<file path="src/hdl/dcvc_fwd_cell.sv">
// one cell of the write-forwarding chain: holds one recent tally write
`timescale 1ns / 1ps

module dcvc_fwd_cell #(
  parameter int AW = 10,
  parameter int TW = 12,
  parameter int EW = 6
) (
  input  logic          clk,
  input  logic          rst,
  input  logic          adv,
  // entry handed in from the newer neighbor
  input  logic          ent_in_valid,
  input  logic [AW-1:0] ent_in_addr,
  input  logic [EW-1:0] ent_in_epoch,
  input  logic [TW-1:0] ent_in_tally,
  // entry held here, handed to the older neighbor
  output logic          ent_valid,
  output logic [AW-1:0] ent_addr,
  output logic [EW-1:0] ent_epoch,
  output logic [TW-1:0] ent_tally,
  // lookup of the tally being updated
  input  logic [AW-1:0] look_addr,
  input  logic [EW-1:0] look_epoch,
  input  logic          hit_in,
  input  logic [TW-1:0] hit_tally_in,
  output logic          hit_out,
  output logic [TW-1:0] hit_tally_out
);

  logic own_hit;

  // shift the entry along the chain on every pipeline step
  always_ff @(posedge clk) begin
    if (rst) begin
      ent_valid <= 1'b0;
    end else if (adv) begin
      ent_valid <= ent_in_valid;
    end
  end

  always_ff @(posedge clk) begin
    if (adv) begin
      ent_addr  <= ent_in_addr;
      ent_epoch <= ent_in_epoch;
      ent_tally <= ent_in_tally;
    end
  end

  // this cell is newer than anything behind it, so its match wins
  assign own_hit       = ent_valid && (ent_addr == look_addr) && (ent_epoch == look_epoch);
  assign hit_out       = own_hit || hit_in;
  assign hit_tally_out = own_hit ? ent_tally : hit_tally_in;

endmodule

</file>
<file path="config.mk">
export PLATFORM = sky130hd
export DESIGN_NAME = dcvc_fwd_cell
export DESIGN_NICKNAME = d
export VERILOG_FILES = /design/src/hdl/dcvc_fwd_cell.sv
export SDC_FILE = /design/constraint.sdc
export NUM_CORES = 1
export LEC_CHECK = 0
export BUFFER_PORTS_ARGS = -buffer_cell sky130_fd_sc_hd__clkbuf_2
export CAP_MARGIN = 40
export CORE_UTILIZATION = 41
export CTS_CLUSTER_DIAMETER = 50
export DETAILED_ROUTE_END_ITERATION = 7
export HOLD_SLACK_MARGIN = 0.02
export PLACE_DENSITY = 0.88
export SKIP_LAST_GASP = 1
export SLEW_MARGIN = 40
export SYNTH_ARGS = -nofsm -noshare
export SYNTH_HDL_FRONTEND = slang
export SYNTH_SLANG_ARGS = --single-unit
</file>
<file path="constraint.sdc">
create_clock -name clk -period 3.35 [get_ports clk]
set_input_delay 0.67 -clock clk [delete_from_list [all_inputs] [get_ports clk]]
set_output_delay 0.67 -clock clk [all_outputs]
set_load 0.03 [all_outputs]
</file>
== Word level (Yosys, flattened, before mapping) ==
Index checks and enable logic that the tools add are counted.
Word-level totals
  flip-flop bits (word level): 29
Operators by class
  eq/ne operators: 2
  mux-type cells: 1
  reduce and logical (&&, ||, !) cells: 3
Operator list (number)
  $mux W12: 1
  $eq A10 B10 Y1: 1
  $eq A6 B6 Y1: 1
  $logic_and A1 B1 Y1: 2
  $logic_or A1 B1 Y1: 1

== Logic depth before layout (Yosys ltp) ==
  word-level depth: 4
  depth in mapped cells: 6
  depth with buffers taken out: 5

== Worst setup path before layout ==
OpenSTA, ideal clock, no wires.
  path type: input-to-output
  start: input port look_addr[3]
  end: output port hit_tally_out[10]
  arrival: 1843 ps
  required time: 2680 ps
  path slack: 837 ps
  cell stages on the path: 5
  path buffers: 1
  path through: xor2_1 nor4_2 nand4_2 buf_6 mux2_4
On the way
  cells in the longest elaborated chain, start to end: 4
RTL lines
  start: declaration: line 23  | input logic [AW-1:0] look_addr,
  $eq A10 B10 Y1: line 51  | assign own_hit = ent_valid && (ent_addr == look_addr) && (ent_epoch == look_epoch);
  $logic_and A1 B1 Y1 (2 in series): line 51
  $mux W12: line 53  | assign hit_tally_out = own_hit ? ent_tally : hit_tally_in;
  end: declaration: line 28  | output logic [TW-1:0] hit_tally_out
Every way passes these cells.

== Final worst setup path ==
  start: input port look_addr[3]
  end: output port hit_tally_out[2]
The elaborated chain is that of the path after synthesis.

==> flow_summary.yaml <==
pwr:
  switching_share_pct: 28.32
  p_per_area_nw_per_um2: 465.0
  p_int_uw: 623.4
  total_power_uw: 869.7
  p_sw_uw: 246.3
  peakVddDrop_v: 0.0002904
  sequentialPowerShare_pct: 51.4
  p_leak_nw: 0.9223
  p_comb_share_pct: 21.4
  clock_power_share_pct: 27.2
cts:
  cts_setup_buffers: 0
  cts_root_buf: "clkbuf_4"
  clkSinkCount: 29
  cts_htree_levels: 2
  clockBufferDepth: 2
  clkTransAtPathRegs_ps: 90
  ctsHoldBuffers: 0
  clock_latency_ps: 310
  cts_tree: "done"
  cts_inserted_buffers: 5
  cts.repair.resized: 0
grt:
  first_global_vias: 944
  track_usage_pct: 17.07
  grt_util_met3_pct: 7.710
  met1_usage_pct: 15.21
  grt_pass1_wl_mm: 4.015
  grt_use_met2_pct: 33.61
  busiest_layer: "met2"
  antenna_found_initial: 0
  grt_start_max_net_pins: 30
  grt_overflow: 0
placed_design:
  dp.cells: 200
  gp_congestion: 0.6986
  hpwl_mm: 2.213
  io_buffers: 102
setup_path:
  r2r_cells: 2
  criticalPathCategory: "primary input to output pin"
  end_kind: "output pin"
  path_max_fanout: 13
  cp-startpoint: "look_addr[3]"
  required_ps: 2680
  timing.rr.start: "ent_valid"
  worstPathArrival_ps: 2140
  cp-start-kind: "primary input"
synth:
  synth_top_flop_cell: "edfxtp_1"
  ys_seq_area_share_pct: 68.59
  synth_compound_area_share_pct: 0
  synthArstFlopShare_pct: 0
  yosysWarnings: 0
  netlist-cell-type-count: 15
  synthAdderAreaFrac_pct: 0
  syn_nets: 128
  avgSynthCellArea_um2: 18.73
  synth_top_family_by_area: "multiplexers"
  synth_area_um2: 1255
  yosys.area_share.simple_pct: 5.085
  synth_edf_count: 28
  ys_ff_latch: 29
  muxShareOfSynthArea_pct: 14.26
  synth-xor-area-share_pct: 11.17
  synthCells: 67
sta:
  max-slew-margin-rel_pct: 53.17
  finalSetupViolations: 0
  period_share_pct: 83.99
  setup-tns-final_ps: 0
  skew_ps: 0
  rsz0062_at_grt: "no"
  fmax_ghz: 0.3554
  tightest_slew_ps: 702.4
  final-hold-violation-count: 0
  slew_viol_final: 0
  period_minus_slack_ps: 2814
layout:
  nFillCells: 206
  fin_nets: 237
  drive_gt1_share_pct: 71.19
  num_antenna_cells: 0
  stdcell_count: 208
  area_delta_synth_final_pct: 49.05
routing:
  drtIter0Drc: 44
  num_vias: 967
  via_per_inst: 4.649
  ant_nets: 0
  drcViolationCount: 18
  routedWlPerCell_um: 12.80
  first_pass_iters: 7
  wl_mm: 2.662
die:
  die_area_um2: 3286
  core_um2: 2829
  initial_core_util_pct: 44.36
  die_w_um: 57.33
  fp-row-count: 19
  die_h_um: 57.33
  io_pins: 103
hold_path:
  worstHoldStart: "rst"
  min_path_type: "primary input to flop"
  whs_path_depth: 2
run_status:
  failed_checks: "DRC"
  status: "finished with violations"
run:
  max-cap-violations: 0
[routing by layer]
metal  part of all wire [%]  wire length (um)  up-vias
li1                       -                 -      469
met1                     34               897      418
met2                     53              1404       78
met3                     13               346        2
met4                   0.49                13        0
met5                      0                 0        -
[critical path, cell delays in order]
cell and delay [ps]:
clkbuf_2 100, xor2_1 170, nor4_2 360, nand4_2 130
buf_4 220, mux2_4 320, clkbuf_2 180
[logic make-up after synthesis]
logic type / after synthesis
multiplexers: 13
flip-flops: 29
XOR/XNOR: 16
AND/OR/NAND/NOR: 8
buffers and inverters: 1
[synth_stat cells, types with 2 or more instances]
master	instances	share of area, %
xor2_1	4	2.8
nand4_1	2	1.0
edfxtp_1	28	67
mux2_2	3	2.7
xnor2_1	12	8.4
mux2_4	9	11
[registers in the layout, summed over array words and instances, names as in the netlist]
| signal | flops |
|---|---|
| ent_addr | 10 |
| ent_epoch | 6 |
| ent_valid | 1 |
| ent_tally | 12 |
[power by group through the flow]
stage	Sequential, mW	Combinational [mW]	Clock [mW]
finish	0.447	0.186	0.236
global route	0.452	0.197	0.258
CTS	0.448	0.188	0.245
detailed placement	0.456	0.188	0
global placement	0.454	0.184	0
floorplan	0.510	0.0525	0
[cells in the final DEF, fill, tap and decap left out]
cell type,netlist,routed
buf_4,0,1
clkbuf_2,0,102
clkbuf_4,0,5
clkbuf_8,0,2
clkinv_2,0,1
dfxtp_1,1,1
edfxtp_1,28,28
mux2_2,3,3
mux2_4,9,9
mux2i_1,1,1
nand3_1,1,1
nand4_1,2,2
nand4_2,1,1
nor2_1,1,1
nor3_2,1,1
nor4_2,1,1
or2b_1,1,1
xnor2_1,12,12
xor2_1,4,4
[cell type report]
type / instances / area (um2) / area share (%)
Sequential cell: 29 / 860.8 / 46.02
Timing Repair Buffer: 103 / 518.0 / 27.69
Multi-Input combinational cell: 37 / 382.9 / 20.47
Clock buffer: 7 / 65.06 / 3.478
Tap cell: 31 / 38.79 / 2.074
Clock inverter: 1 / 5.005 / 0.2676
[worst paths after layout]
check | to | slack, ps
hold reg to reg | ent_valid | 560
setup reg to reg | ent_valid | 2720
hold / removal | ent_valid | 510
setup / recovery | hit_tally_out[2] | 540
[per-stage QoR]
step           utilization [%]  hold slack (ps)  cell area (um2)  setup WS (ps)
6_report                 66.12            505.2             1871          536.3
5_1_grt                  66.12            479.3             1871          419.2
4_1_cts                  66.12            488.6             1871          519.3
3_5_place_dp             63.64            554.5             1800          534.5
3_3_place_gp             63.64            548.3             1800          549.5
2_1_floorplan                -            651.6             1255          836.7
Note: power is estimated with default switching activity, not from simulation.
